`src/mkd_pkg.sv`:
```
// ----------------------------------------------------------------------------
// mkd_pkg - shared definitions for the matrix key debouncer
// Widths, reset constants and the scan result type used by lanes and merge.
// ----------------------------------------------------------------------------
package mkd_pkg;

    // Keys carried by one scan word, fixed by the port widths
    localparam int MAX_KEYS = 16;
    // Holdoff counter width
    localparam int HOLD_W = 4;

    localparam int ROWS_DEFAULT = 4;
    localparam int COLS_DEFAULT = 4;

    localparam logic [HOLD_W-1:0] HOLDOFF_RESET = 4'd10;

    // Per-scan result gathered from all lanes
    typedef struct packed {
        logic [MAX_KEYS-1:0] key_state;
        logic [MAX_KEYS-1:0] changed_keys;
    } scan_result_t;

endpackage

```
`src/matrix_key_debouncer.sv`:
```
// ----------------------------------------------------------------------------
// matrix_key_debouncer - keypad debouncer, two-sample agreement with holdoff
// One lane per key, a merge stage and a two-entry output buffer.
// ----------------------------------------------------------------------------
// Each accepted word is one scan frame of raw key samples (bit row*COLS+col,
// 1 = pressed). A key only changes its debounced state when its two most
// recent accepted samples agree, and after a change it ignores the next
// holdoff_scans frames. All keys update in the same cycle in parallel
// lanes, so while in_ready is high the block takes one word per clock,
// and gives one result word per input word in the cycle after acceptance
// at the earliest. in_ready drops only when both entries of the output
// buffer hold words that the consumer has not yet taken. Keys above
// ROWS*COLS (capped at 16) do not exist: their sample bits are ignored
// and their state and change bits read 0. Write holdoff_scans through
// cfg_wr_en and cfg_wr_data only while no word is in flight; reset value is 10.
// ----------------------------------------------------------------------------
module matrix_key_debouncer #(
    parameter int ROWS = mkd_pkg::ROWS_DEFAULT,
    parameter int COLS = mkd_pkg::COLS_DEFAULT
) (
    input  logic                          clk,
    input  logic                          rst_n,
    input  logic                          cfg_wr_en,
    input  logic [mkd_pkg::HOLD_W-1:0]    cfg_wr_data,
    input  logic                          in_valid,
    output logic                          in_ready,
    input  logic [mkd_pkg::MAX_KEYS-1:0]  key_samples,
    output logic                          out_valid,
    input  logic                          out_ready,
    output logic [mkd_pkg::MAX_KEYS-1:0]  key_state,
    output logic                          any_changed,
    output logic [mkd_pkg::MAX_KEYS-1:0]  changed_keys
);

    // Lanes actually built: the matrix size, capped at the word width
    localparam int KEY_COUNT = (ROWS * COLS > mkd_pkg::MAX_KEYS) ?
                               mkd_pkg::MAX_KEYS : ROWS * COLS;

    logic [mkd_pkg::HOLD_W-1:0]   holdoff_scans_reg;
    logic                         sel_b_reg;
    logic                         accept;
    logic [mkd_pkg::MAX_KEYS-1:0] state_vec;
    logic [mkd_pkg::MAX_KEYS-1:0] changed_vec;
    mkd_pkg::scan_result_t        lane_res;

    assign accept = in_valid && in_ready;

    // Holdoff reload count
    always_ff @(posedge clk or negedge rst_n)
    begin
        if (!rst_n)
        begin
            holdoff_scans_reg <= mkd_pkg::HOLDOFF_RESET;
        end
        else if (cfg_wr_en)
        begin
            holdoff_scans_reg <= cfg_wr_data;
        end
    end

    // Buffer select: toggle once per accepted frame, buffer a first
    always_ff @(posedge clk or negedge rst_n)
    begin
        if (!rst_n)
        begin
            sel_b_reg <= 1'b0;
        end
        else if (accept)
        begin
            sel_b_reg <= ~sel_b_reg;
        end
    end

    // One debounce lane per existing key; missing keys tie off to 0
    for (genvar k = 0; k < mkd_pkg::MAX_KEYS; k++)
    begin : g_key
        if (k < KEY_COUNT)
        begin : g_lane
            mkd_lane u_lane (
                .clk           (clk),
                .rst_n         (rst_n),
                .step          (accept),
                .sel_b         (sel_b_reg),
                .sample        (key_samples[k]),
                .holdoff_scans (holdoff_scans_reg),
                .state_next    (state_vec[k]),
                .changed       (changed_vec[k])
            );
        end
        else
        begin : g_none
            assign state_vec[k]   = 1'b0;
            assign changed_vec[k] = 1'b0;
        end
    end

    assign lane_res.key_state    = state_vec;
    assign lane_res.changed_keys = changed_vec;

    // Merge lane results and hold them for the consumer
    mkd_merge u_merge (
        .clk          (clk),
        .rst_n        (rst_n),
        .in_valid     (in_valid),
        .in_ready     (in_ready),
        .lane_res     (lane_res),
        .out_valid    (out_valid),
        .out_ready    (out_ready),
        .key_state    (key_state),
        .any_changed  (any_changed),
        .changed_keys (changed_keys)
    );

endmodule

```
`src/mkd_lane.sv`:
```
// ----------------------------------------------------------------------------
// mkd_lane - debounce core for one key
// Holdoff counter, two alternating sample bits and the debounced state bit.
// ----------------------------------------------------------------------------
module mkd_lane (
    input  logic                           clk,
    input  logic                           rst_n,
    input  logic                           step,
    input  logic                           sel_b,
    input  logic                           sample,
    input  logic [mkd_pkg::HOLD_W-1:0]     holdoff_scans,
    output logic                           state_next,
    output logic                           changed
);

    logic [mkd_pkg::HOLD_W-1:0] hold_reg;
    logic [mkd_pkg::HOLD_W-1:0] hold_next;
    logic                       buf_a_reg;
    logic                       buf_a_next;
    logic                       buf_b_reg;
    logic                       buf_b_next;
    logic                       state_reg;
    logic                       take;

    always_comb
    begin
        // ignore the sample while held off
        take       = (hold_reg == '0);
        buf_a_next = (take && !sel_b) ? sample : buf_a_reg;
        buf_b_next = (take &&  sel_b) ? sample : buf_b_reg;
        changed    = (buf_a_next == buf_b_next) && (buf_a_next != state_reg);
        state_next = state_reg ^ changed;
        if (changed)
        begin
            hold_next = holdoff_scans;
        end
        else if (!take)
        begin
            hold_next = hold_reg - mkd_pkg::HOLD_W'(1);
        end
        else
        begin
            hold_next = hold_reg;
        end
    end

    always_ff @(posedge clk or negedge rst_n)
    begin
        if (!rst_n)
        begin
            hold_reg  <= '0;
            buf_a_reg <= 1'b0;
            buf_b_reg <= 1'b0;
            state_reg <= 1'b0;
        end
        else if (step)
        begin
            hold_reg  <= hold_next;
            buf_a_reg <= buf_a_next;
            buf_b_reg <= buf_b_next;
            state_reg <= state_next;
        end
    end

endmodule

```
`src/mkd_merge.sv`:
```
// ----------------------------------------------------------------------------
// mkd_merge - merge lane results and buffer the output word
// Reduce the change mask to one flag; two-entry output buffer (main + skid).
// ----------------------------------------------------------------------------
module mkd_merge (
    input  logic                          clk,
    input  logic                          rst_n,
    input  logic                          in_valid,
    output logic                          in_ready,
    input  mkd_pkg::scan_result_t         lane_res,
    output logic                          out_valid,
    input  logic                          out_ready,
    output logic [mkd_pkg::MAX_KEYS-1:0]  key_state,
    output logic                          any_changed,
    output logic [mkd_pkg::MAX_KEYS-1:0]  changed_keys
);

    mkd_pkg::scan_result_t main_reg;
    mkd_pkg::scan_result_t main_next;
    mkd_pkg::scan_result_t skid_reg;
    mkd_pkg::scan_result_t skid_next;
    logic                  main_any_reg;
    logic                  main_any_next;
    logic                  skid_any_reg;
    logic                  skid_any_next;
    logic                  main_valid_reg;
    logic                  main_valid_next;
    logic                  skid_valid_reg;
    logic                  skid_valid_next;
    logic                  push;
    logic                  pop;
    logic                  new_any;

    assign in_ready = !skid_valid_reg;
    assign push     = in_valid && in_ready;
    assign pop      = main_valid_reg && out_ready;
    assign new_any  = |lane_res.changed_keys;

    always_comb
    begin
        main_next       = main_reg;
        main_any_next   = main_any_reg;
        main_valid_next = main_valid_reg;
        skid_next       = skid_reg;
        skid_any_next   = skid_any_reg;
        skid_valid_next = skid_valid_reg;
        if (pop)
        begin
            // advance skid into main, else refill from the incoming word
            if (skid_valid_reg)
            begin
                main_next       = skid_reg;
                main_any_next   = skid_any_reg;
                skid_valid_next = 1'b0;
            end
            else if (push)
            begin
                main_next     = lane_res;
                main_any_next = new_any;
            end
            else
            begin
                main_valid_next = 1'b0;
            end
        end
        else if (push)
        begin
            if (!main_valid_reg)
            begin
                main_next       = lane_res;
                main_any_next   = new_any;
                main_valid_next = 1'b1;
            end
            else
            begin
                skid_next       = lane_res;
                skid_any_next   = new_any;
                skid_valid_next = 1'b1;
            end
        end
    end

    always_ff @(posedge clk or negedge rst_n)
    begin
        if (!rst_n)
        begin
            main_valid_reg <= 1'b0;
            skid_valid_reg <= 1'b0;
        end
        else
        begin
            main_valid_reg <= main_valid_next;
            skid_valid_reg <= skid_valid_next;
        end
    end

    always_ff @(posedge clk)
    begin
        main_reg     <= main_next;
        main_any_reg <= main_any_next;
        skid_reg     <= skid_next;
        skid_any_reg <= skid_any_next;
    end

    assign out_valid    = main_valid_reg;
    assign key_state    = main_reg.key_state;
    assign changed_keys = main_reg.changed_keys;
    assign any_changed  = main_any_reg;

endmodule

```
`config.mk`:
```
export PLATFORM = sky130hd
export DESIGN_NAME = matrix_key_debouncer
export DESIGN_NICKNAME = d
export VERILOG_FILES = /design/src/mkd_pkg.sv /design/src/matrix_key_debouncer.sv /design/src/mkd_lane.sv /design/src/mkd_merge.sv
export SDC_FILE = /design/constraint.sdc
export NUM_CORES = 1
export LEC_CHECK = 0
export ABC_AREA = 1
export BUFFER_PORTS_ARGS = -buffer_cell sky130_fd_sc_hd__buf_2
export CAP_MARGIN = 40
export CORE_MARGIN = 2
export CORE_UTILIZATION = 57
export DETAILED_ROUTE_END_ITERATION = 8
export HOLD_SLACK_MARGIN = 0.08
export PLACE_DENSITY = 0.78
export REMOVE_ABC_BUFFERS = 1
export SETUP_SLACK_MARGIN = 0.5
export SLEW_MARGIN = 0
export SYNTH_ARGS = -nofsm -noshare
export SYNTH_HDL_FRONTEND = slang
export SYNTH_HIERARCHICAL = 1
export SYNTH_SLANG_ARGS = --single-unit
export TNS_END_PERCENT = 10
```
`constraint.sdc`:
```
create_clock -name clk -period 2.81 [get_ports clk]
set_clock_uncertainty 0.1 [all_clocks]
set_input_delay 0.1405 -clock clk [delete_from_list [all_inputs] [get_ports clk]]
set_output_delay 0.1405 -clock clk [all_outputs]
set_load 0.005 [all_outputs]
```
Word level (Yosys, flattened, before mapping)
Cells that the tools add are included.
{"block": "totals", "register_bits": 185, "output_inout_bits": 35}
{"block": "classes", "addsub": 16, "eq_ne": 51, "n_mux": 81, "bitwise_logic": 18, "reduce_logical": 92}
{"op": "$mux 32", "n": 5}
{"op": "$mux 4", "n": 32}
{"op": "$logic_not 4->1", "n": 16}
{"op": "$sub 4x1->4 const B", "n": 16}
{"op": "$logic_and 1x1->1", "n": 50}
{"op": "$mux 1", "n": 44}
{"op": "$reduce_and 2->1", "n": 17}
{"op": "$ne 2x1->1 const B", "n": 16}
{"op": "$eq 1x1->1", "n": 16}
{"op": "$ne 1x1->1", "n": 16}
{"op": "$reduce_or 16->1", "n": 1}
{"op": "$xor 1x1->1", "n": 16}
{"op": "$reduce_and 3->1", "n": 3}
{"op": "$ne 2x2->1 const B", "n": 3}
{"op": "$reduce_bool 2->1", "n": 3}
{"op": "$logic_not 1->1", "n": 2}
{"op": "$not 1->1", "n": 2}

Logic depth before layout (Yosys ltp)
Gate-level depths: netlist (run 1).
{"block": "logic_depth", "depth_word": 9, "ltp_mapped": 15, "mapped_depth_nobuf": 14}

By module
The synthesis (run 1) kept the hierarchy.
{"mod": "mkd_lane", "n_inst": 16, "cells_each": 83, "area_each_um2": 576.8, "seq_area_each_um2": 175.2}
{"mod": "mkd_merge", "n_inst": 1, "cells_each": 204, "area_each_um2": 2593.7, "seq_area_each_um2": 2031.9}
{"mod": "matrix_key_debouncer", "n_inst": 1, "cells_each": 23, "area_each_um2": 201.4, "seq_area_each_um2": 127.6}

Worst setup path before layout (run 1)
Ideal clock, no wire load.
{"block": "synth_path", "path_kind": "register -> register", "start": "register sel_b_reg", "end": "register u_merge.main_any_reg, in the netlist u_merge/any_changed (data pin)", "t_arrival_ns": 2.378, "t_required_ns": 2.457, "setup_slack_ns": 0.079, "path_stages_with_launch": 14, "synth_period_minus_slack_ns": 2.731, "cell_sequence": "dfrtp_1 > inv_1 > nand3_2 > nand2_2 > nand2_2 > nand2_1 > nand2_4 > nor2_8 > nor2_1 > nand2_1 > nor2_1 > nand2_1 > nand2_1 > nand2_1"}
{"block": "synth_between", "elab_chain_cells": 9, "word_cells_on_any_way": 119}
{"element": "start: declaration", "line": "matrix_key_debouncer.sv:40", "source": "logic sel_b_reg;"}
{"element": "start signal: assignment", "line": "matrix_key_debouncer.sv:70", "source": "sel_b_reg <= ~sel_b_reg;"}
{"element": "$logic_not 1->1", "line": "mkd_lane.sv:29", "source": "buf_a_next = (take && !sel_b) ? sample : buf_a_reg;"}
{"element": "$logic_and 1x1->1", "line": "mkd_lane.sv:29"}
{"element": "$mux 1", "line": "mkd_lane.sv:29"}
{"element": "$eq 1x1->1 / $ne 1x1->1 (equally long branches)", "line": "mkd_lane.sv:31", "source": "changed = (buf_a_next == buf_b_next) && (buf_a_next != state_reg);"}
{"element": "$logic_and 1x1->1 (*)", "line": "mkd_lane.sv:31"}
{"element": "via changed_vec (one bit)", "line": "matrix_key_debouncer.sv:43", "source": "logic [mkd_pkg::MAX_KEYS-1:0] changed_vec;"}
{"element": "$reduce_or 16->1 (*)", "line": "mkd_merge.sv:37", "source": "assign new_any = |lane_res.changed_keys;"}
{"element": "via u_merge.new_any", "line": "mkd_merge.sv:32", "source": "logic new_any;"}
{"element": "$mux 1, on equally long branches", "line": "mkd_merge.sv:68, mkd_merge.sv:56"}
{"element": "$mux 1, on equally long branches", "line": "mkd_merge.sv:66, mkd_merge.sv:50"}
{"element": "$mux 1 (*)", "line": "mkd_merge.sv:47", "source": "if (pop)"}
{"element": "via u_merge.main_any_next", "line": "mkd_merge.sv:23", "source": "logic main_any_next;"}
{"element": "end signal: assignment", "line": "mkd_merge.sv:100", "source": "main_any_reg <= main_any_next;"}
{"element": "end: declaration", "line": "mkd_merge.sv:22", "source": "logic main_any_reg;"}
The timed path passes the listed nets; every way through them passes the cells marked *. The select of a mux whose other input is x is not followed.
A chain may end at the register's enable or synchronous reset.

Worst setup path after layout (run 1)
Ends and elaborated chain as after synthesis.

==> metrics.txt, run 1 <==
vias in the first global route=9591; GPL Wtd Cong=around 0.84; placed cell area=12700 µm²; fin nets=1684; Final Hold Fails=0; ys async rst share=64.3%; worst r2r src=sel_b_reg; total number of vias=10100; global-route wire length before repair=approximately 45000 µm; drt total wl=28300 µm; worst-path cell chain=buf_12 -> inv_1 -> nand3_2 -> nand2_2 -> nand3_1 -> nand2_4 -> nor2_8 -> nor2_1 -> nand2_1 -> nor2_1 -> nand2_1 -> nand2_1 -> nand2_1; # DRC=0; crit path DAT=2.33 ns; DR iter-0 viols=between 800 and 900; crit-path max FO=10; CP Launch Type=register; largest net degree at the start of global routing=67; fill cell count=around 1700; Crit path required time=2.90 ns; Worst VDD drop=around 0.00055 V; Final HPWL DP=18300 µm; IO Pins=60; slowest cell on the critical path=dfrtp_4; Core Region=approximately 21000 µm²; worst hold path type=primary input to register; CTS Buf Count=17; GRT overflow=0; power consumption=19.7 mW; Hold Crit Start=key_samples[10]; # port buffers=between 50 and 60; die outline area=22300 µm²; clk slew on worst S/H paths=0.07 ns; fin. max-slew vios=0; max FFs per register=64; TritonCTS clock tree=yes; leak pwr=7.21 nW; Fmax=about 450 MHz; Final period util=79.7%; share of cells above drive strength 1=21.1%; mean post-synth cell area=7.73 µm²; GRT Util Overall=between 20 and 30%; Seq/Total Area, Yosys=roughly two fifths; FP Rows=53; Most used DFF post-synth=dfrtp_1; critical path's largest stage delay=0.58 ns; Vias/cell=5.23; CP Launch Point=sel_b_reg; H-tree levels=4; Unique masters post-synth=27; final setup fails=0; Max Root-Sink Buffers=2; clk root buf=clkbuf_16; Final TNS setup=0 ns; Post-Place Cells=1877; Tmin final=about 2.2 ns; CP Buf/Inv Count=2; max_cap viols=0; Cells after Synth=between 1500 and 2000; initial core utilization=57.6%; pwr dens=about 1400 nW/µm²; Die Y=149 µm; initial antenna violation count=0; Hold WS=0.133 ns; outcome=finished clean; critical path class=register to register; Area growth syn-to-layout=13.9%; WL/cell=14.7 µm; Worst slew margin=between 50% and 60%; most common cell in the netlist=nand2_1; most frequent CP cell=nand2_1; post-route ant nets=0; Finished Cell Area=about 14000 µm²; number of synthesized flops with an enable pin=66; Die W=between 100 and 150 µm; clock sinks=185; CP top delay family=simple AND/OR/NAND/NOR gates; diode count=0; RSZ-0062 raised after global routing=no; detailed-router iteration count before antenna repair=7; Worst-Margin Slew=around 0.61 ns; clk_lat worst skew=0.43 ns; Synth top cells by count=nand2_1 (673), inv_1 (217), dfrtp_1 (117); ranking of synthesized cells by area=dfrtp_1 (24%), nand2_1 (21%), edfxtp_1 (16%), inv_1 (6.8%), nand2_2 (4.2%); cell taking the most area after synthesis=dfrtp_1; Yosys reg bits=around 190; final cell count without fillers=roughly 1900; synthesized area=12000 µm²; Crit. End Element=register; Yosys warning count=6; Yosys top cell area share=24.3%
## path summary, 6_finish.rpt
path / to / slack (ns) / cells after the start
worst max-delay path: u_merge/any_changed / 0.57 / 13
worst min-delay path: g_key[10].g_lane.u_lane/buf_b_reg / 0.13 / 5
worst max register to register: u_merge/any_changed / 0.57 / 13
worst min register to register: g_key[8].g_lane.u_lane/hold_reg[0] / 0.41 / 2
max in group asynchronous: g_key[9].g_lane.u_lane/buf_b_reg / 1.63 / 4
min in group asynchronous: holdoff_scans_reg[3] / 0.15 / 2
## cells in the final DEF, fill, tap and decap left out, types with 2 or more instances in the layout
cell type	synthesis	final
buf_12	0	5
buf_16	0	2
buf_2	19	59
buf_4	0	4
bufinv_16	0	5
clkbuf_1	0	2
clkbuf_16	0	19
clkinv_1	0	2
clkinv_2	1	3
clkinvlp_4	0	3
dfrtp_1	117	116
dfstp_2	2	2
dlygate4sd3_1	0	16
edfxtp_1	66	66
ha_1	17	2
ha_2	0	14
inv_1	217	206
inv_2	0	10
nand2_1	673	673
nand2_2	80	80
nand2_4	32	32
nand3_1	33	28
nand3_2	17	22
nand4_1	48	48
nand4_2	16	16
nor2_1	28	24
nor2_2	16	18
nor2_4	32	34
nor2_8	16	16
nor3_1	17	17
o21ai_0	23	23
o21ai_1	16	16
o21bai_1	16	16
o22ai_1	16	16
xor2_1	32	32
## area by class of cell
cell class	instances	area (µm²)	share of cell area (%)
Timing Repair Buffer	90	717	5.24
Multi-Input combinational cell	1130	6210	45.3
Sequential cell	185	4970	36.3
Clock buffer	19	433	3.16
Inverter	218	823	6.01
Clock inverter	13	200	1.46
Tap cell	275	344	2.51
## stage by stage
stage / utilization, % / setup slack [ns]
finish: 65.5 / 0.570
global route: 65.5 / 0.488
CTS: 64.7 / 0.501
detailed placement: 60.9 / 0.533
global placement: 60.7 / 0.601
floorplan: - / 0.0626
## kinds of logic (layout without fill, tap and decap cells)
logic type	Yosys count	in the layout	synth area share [%]
XOR/XNOR	32	32	2.33
flip-flops	185	185	41.3
buffers and inverters	240	340	7.89
adder cells (fa/ha/maj)	17	17	1.77
AND/OR/NAND/NOR	1009	1009	43.2
AO/OA/AOI/OAI	72	72	3.50
## per-layer routing
layer / up-vias / track usage (%) / routed length, µm
met3: 64 / 3.36 / 1500
met5: - / 0 / 0
li1: 5033 / - / -
met4: 0 / 7.38 / 678
met1: 4713 / 32.3 / 12100
met2: 291 / 45.4 / 14100
## report_power, final
part           switching, mW  internal, mW  leakage (nW)  total (mW)
clock                   1.03          1.57         0.302        2.60
sequential             0.892          4.23          2.11        5.13
combinational           7.85          4.16          4.80        12.0
total                   9.77          9.97          7.21        19.7
## worst reg2reg max path: cells and delay by family (launching register included)
family,cells,cell delay (ns)
buffers and inverters,2,0.33
DFF,1,0.58
and+or+nand+nor,11,0.99
## repair_timing
| item | in CTS | in global routing |
|---|---|---|
| setup buffers | 0 | 2 |
| endpoints found under the hold margin | 125 | 0 |
| resized for setup | 0 | 36 |
| setup endpoints to repair | 0 | 2 |
| hold buffers | 16 | 0 |
Power figures use the tool's default switching activity.
==> inputs of run 2 (changes only) <==
--- a/config.mk
+++ b/config.mk
@@ -9,7 +9,7 @@
 export BUFFER_PORTS_ARGS = -buffer_cell sky130_fd_sc_hd__buf_2
 export CAP_MARGIN = 40
 export CORE_MARGIN = 2
-export CORE_UTILIZATION = 57
+export CORE_UTILIZATION = 60
 export DETAILED_ROUTE_END_ITERATION = 8
 export HOLD_SLACK_MARGIN = 0.08
 export PLACE_DENSITY = 0.78
==> constraint.sdc (replaced) <==
create_clock -name clk -period 2.14 [get_ports clk]
set_clock_uncertainty 0.1 [all_clocks]
set_input_delay 0.107 -clock clk [delete_from_list [all_inputs] [get_ports clk]]
set_output_delay 0.107 -clock clk [all_outputs]
set_load 0.005 [all_outputs]
==> metrics.txt, run 2 (synthesis results as in run 1) <==
R2R Setup Slk=-0.04 ns (-0.61 ns); clock sinks=185 (unchanged); Layout Utilization=76.5% (+11 points); Core Region=19600 µm² (-6.2%); CP Launch Type=register; share of cells above drive strength 1=29.5% (+8.4 points); Vias/cell=5.42 (+3.5%); CTS Buf Count=17 (unchanged); Crit. End Element=register; Fmax=458 MHz (+2.6%); Critical Path Sink=u_merge/any_changed; clk slew on worst S/H paths=0.07 ns (about the same); fill cell count=1257 (-25%); Crit path required time=2.24 ns (-0.66 ns); CP Launch Point=sel_b_reg; Final Hold Fails=0 (unchanged); most frequent cells in the layout=nand2_1 (639), inv_1 (189), dfrtp_1 (114); global-route wire length before repair=48900 µm (+7.9%); die outline area=21200 µm² (-4.9%); GRT overflow=0 (unchanged); final setup fails=1 (+1); worst r2r src=sel_b_reg; clk root buf=clkbuf_16; outcome=finished, violations left; Die W=146 µm (-2.5%); WL/cell=16.0 µm (+8.8%); failing checks=setup timing; GPL Wtd Cong=0.877 (+4.8%); diode count=0 (unchanged); largest net degree at the start of global routing=56 (-16%); detailed-router iteration count before antenna repair=5 (-2); vias in the first global route=9991 (+4.2%); DR iter-0 viols=830 (-0.48%); Area growth syn-to-layout=24.6%; Final TNS setup=-0.0428 ns (-0.0428 ns); Final HPWL DP=18700 µm (+2.6%); RSZ-0062 raised after global routing=yes; Final period util=102% (+22 points); fin nets=1750 (+3.9%); TritonCTS clock tree=yes; H-tree levels=4 (unchanged); GRT Util Overall=28.4% (+2.9 points); total number of vias=10800 (+6.5%); post-route ant nets=0 (unchanged); Tmin final=2.18 ns (-0.0574 ns); # port buffers=59 (unchanged); capture point of the worst reg-to-reg path=u_merge/any_changed; IO Pins=60 (unchanged); max_cap viols=0 (unchanged); fin. max-slew vios=0 (unchanged); commonest non-fill, non-tap cell in the layout=nand2_1; crit path DAT=2.28 ns (-0.05 ns); clk_lat worst skew=0.44 ns (about the same); worst hold path type=primary input to async pin; worst setup margin=-0.0428 ns (-0.613 ns); critical path class=register to register; # DRC=0 (unchanged); initial antenna violation count=0 (unchanged); Worst-Margin Slew=0.640 ns (+0.0263 ns); Max Root-Sink Buffers=2 (unchanged); max FFs per register=64 (unchanged); Die Y=146 µm (-2.5%); Worst Reg-to-Reg Cells=14 (+1); drt total wl=31700 µm (+12%); FP Rows=51 (-3.8%); Worst slew margin=57.3% (-1.8 points); initial core utilization=61.4% (+3.8 points); crit-path max FO=7 (-3)
-- run 2: metal layers --
layer	track usage [%]	wire length (µm)	up-vias
met1	36.2	12800	5081
met5	0	0	-
met3	4.42	1700	104
met4	10.6	1340	0
li1	-	-	5170
met2	49.0	15900	404
-- run 2: through the flow --
stage          instance area (µm²)  setup WS, ns  instances  hold slack, ns
6_report                     15000       -0.0428       1986          0.0584
4_1_cts                      14400       0.00963       1983          0.0606
5_1_grt                      15000        -0.136       1986          0.0926
3_5_place_dp                 13100        -0.282       1914         0.00345
2_1_floorplan                11900        -0.607       1533          -0.289
3_3_place_gp                 13100        -0.235       1914         0.00679
-- run 2: what timing repair did --
| item | 4_1_cts | 5_1_grt |
|---|---|---|
| resized for setup | 115 | 132 |
| buffers inserted | 22 | 3 |
| hold endpoints to repair | 127 | 0 |
| setup endpoints to repair | 207 | 229 |
| pin swaps | 60 | 115 |
| gates cloned | 2 | 0 |
| hold buffers | 13 | 0 |
-- run 2: worst max-delay path: stages (launching register included) --
cell,delay (ns)
dfrtp_2,0.45
buf_12,0.18
buf_12,0.15
buf_6,0.12
nand4_1,0.13
nand2_2,0.12
nand2_4,0.05
nand2_4,0.09
nor2_8,0.05
nor2_1,0.12
nand2_1,0.06
nor2_1,0.13
nand2_2,0.07
nand2_1,0.06
nand2_1,0.05
-- run 2: final cells by class --
type | count | area (µm²) | area share [%]
multi-input combinational | 1130 | 6900 | 46.0
sequential | 185 | 4970 | 33.1
timing repair buffer | 156 | 1310 | 8.71
inverter | 218 | 907 | 6.05
clock buffer | 18 | 450 | 3.01
tap | 265 | 332 | 2.21
clock inverter | 14 | 126 | 0.843
-- run 2: worst min path at each step --
stage | from | endpoint | slack (ns)
after detailed placement | rst_n | g_key[7].g_lane.u_lane/state_reg | 0.003
final | rst_n | g_key[7].g_lane.u_lane/hold_reg[0] | 0.06
after global placement | rst_n | g_key[7].g_lane.u_lane/hold_reg[1] | 0.007
after floorplan | rst_n | g_key[0].g_lane.u_lane/buf_a_reg | -0.29
after global routing | rst_n | g_key[3].g_lane.u_lane/state_reg | 0.09
after CTS | rst_n | g_key[7].g_lane.u_lane/hold_reg[0] | 0.06
Power of run 2 is not shown: default switching activity piles up to over one toggle a cycle in this logic, so the estimate is an artifact.
==> inputs of run 3 (changes only) <==
--- a/config.mk
+++ b/config.mk
@@ -9,10 +9,9 @@
 export BUFFER_PORTS_ARGS = -buffer_cell sky130_fd_sc_hd__buf_2
 export CAP_MARGIN = 40
 export CORE_MARGIN = 2
-export CORE_UTILIZATION = 60
+export CORE_UTILIZATION = 43
 export DETAILED_ROUTE_END_ITERATION = 8
 export HOLD_SLACK_MARGIN = 0.08
-export PLACE_DENSITY = 0.78
 export REMOVE_ABC_BUFFERS = 1
 export SETUP_SLACK_MARGIN = 0.5
 export SLEW_MARGIN = 0
==> metrics.txt, run 3 (synthesis results as in run 1) <==
outcome=finished clean; IO Pins=60 (unchanged); Worst-Margin Slew=0.624 ns (-0.0166 ns); vias in the first global route=9478 (-5.1%); TritonCTS clock tree=yes; worst r2r src=sel_b_reg; worst hold path type=primary input to register; Final TNS setup=0 ns (+0.0428 ns); max FFs per register=64 (unchanged); max_cap viols=0 (unchanged); global-route wire length before repair=46500 µm (-5.0%); drt total wl=28900 µm (-9.0%); RSZ-0062 raised after global routing=yes; most frequent cells in the layout=nand2_1 (645), inv_1 (180), dfrtp_1 (113); GPL Wtd Cong=0.799 (-8.8%); Post-Place Cells=2045 (+6.8%); Crit path required time=2.24 ns (about the same); detailed-router iteration count before antenna repair=5 (unchanged); Layout Utilization=54.5% (-22 points); largest net degree at the start of global routing=61 (+8.9%); clk_lat worst skew=0.45 ns (about the same); share of cells above drive strength 1=30.6% (+1.1 points); FP Rows=61 (+20%); initial antenna violation count=1 (+1); Core Region=27600 µm² (+41%); Final HPWL DP=19500 µm (+3.9%); crit path DAT=2.23 ns (-0.05 ns); Worst Hold Depth=5; GRT Util Overall=20.0% (-8.4 points); clk slew on worst S/H paths=0.07 ns (about the same); CP Launch Type=register; die outline area=29300 µm² (+38%); worst setup margin=0.0161 ns (+0.0589 ns); Worst slew margin=58.4% (+1.2 points); Fmax=471 MHz (+2.8%); clock sinks=185 (unchanged); Tmin final=2.12 ns (-0.0589 ns); Die Y=171 µm (+18%); initial core utilization=43.5% (-18 points); clk root buf=clkbuf_16; post-route ant nets=0 (unchanged); Area growth syn-to-layout=25.2%; total number of vias=10100 (-6.5%); crit-path max FO=15 (+8); capture point of the worst reg-to-reg path=u_merge/any_changed; Final Hold Fails=0 (unchanged); final cell count without fillers=2096 (+5.5%); fin. max-slew vios=0 (unchanged); Crit. End Element=register; R2R Setup Slk=0.02 ns (+0.06 ns); Die W=171 µm (+18%); DR iter-0 viols=649 (-22%); final setup fails=0 (-1); Vias/cell=4.80 (-11%); Max Root-Sink Buffers=2 (unchanged); GRT overflow=0 (unchanged); CTS Buf Count=17 (unchanged); H-tree levels=4 (unchanged); commonest non-fill, non-tap cell in the layout=nand2_1; # DRC=0 (unchanged); # port buffers=59 (unchanged); WL/cell=13.8 µm (-14%); Hold Crit Start=key_samples[13]; WHS Endpoint=g_key[13].g_lane.u_lane/buf_b_reg; critical path class=register to register; Worst Reg-to-Reg Cells=13 (-1); Final period util=99.2% (-2.8 points); pre-CTS WS=-0.314 ns (-0.0317 ns); fin nets=1746 (-0.23%)
## run 3: worst max path at each step
stage,slack (ns),from,to,depth (start not counted)
3_5_place_dp,-0.31,g_key[8].g_lane.u_lane/hold_reg[0],u_merge/any_changed,13
5_1_grt,-0.10,sel_b_reg,u_merge/any_changed,13
4_1_cts,0.02,sel_b_reg,u_merge/any_changed,14
3_3_place_gp,-0.28,g_key[8].g_lane.u_lane/hold_reg[0],u_merge/any_changed,13
6_report,0.02,sel_b_reg,u_merge/any_changed,13
2_1_floorplan,-0.61,sel_b_reg,u_merge/any_changed,13
## run 3: routing by layer
layer	GRT usage (%)	part of all wire [%]
met4	5.16	1.3
met5	0	0
met2	33.3	48
met1	27.2	48
met3	2.99	2.7
## run 3: worst max-delay path: stages (launching register included)
cell and delay, ns:
dfrtp_2 0.46, buf_12 0.17, inv_2 0.08, nand4_2 0.12, nand2_2 0.16, nand2_2 0.09, nand2_4 0.10, nor2_8 0.05
nor2_4 0.14, nand2_2 0.10, nor2_4 0.12, nand2_1 0.07, nand2_1 0.06, nand2_1 0.05
## run 3: what timing repair did
item / CTS / global route
hold buffers: 13 / 0
endpoints found under the setup margin: 221 / 242
setup buffers: 3 / 2
pin swaps: 6 / 86
endpoints found under the hold margin: 128 / 0
gates resized for setup: 52 / 199
## run 3: layout make-up
| cell class | instances | area (µm²) |
|---|---|---|
| fillers | 2581 | 12600 |
| multi-input cells | 1130 | 6900 |
| flip-flops and latches | 185 | 4970 |
| repair buffers | 152 | 1210 |
| inverters | 218 | 898 |
| well taps | 378 | 473 |
| clock buffers | 17 | 425 |
| clock inverters | 15 | 165 |
| diodes | 1 | 2.50 |
## run 3: metrics by stage
| step | hold WS (ns) | instance area (µm²) |
|---|---|---|
| after floorplan | -0.289 | 11900 |
| after global placement | 0.0675 | 13300 |
| after detailed placement | 0.0651 | 13300 |
| after CTS | 0.0661 | 14300 |
| after global routing | 0.107 | 15000 |
| final | 0.0833 | 15000 |
Power of run 3 is left out for the same reason.
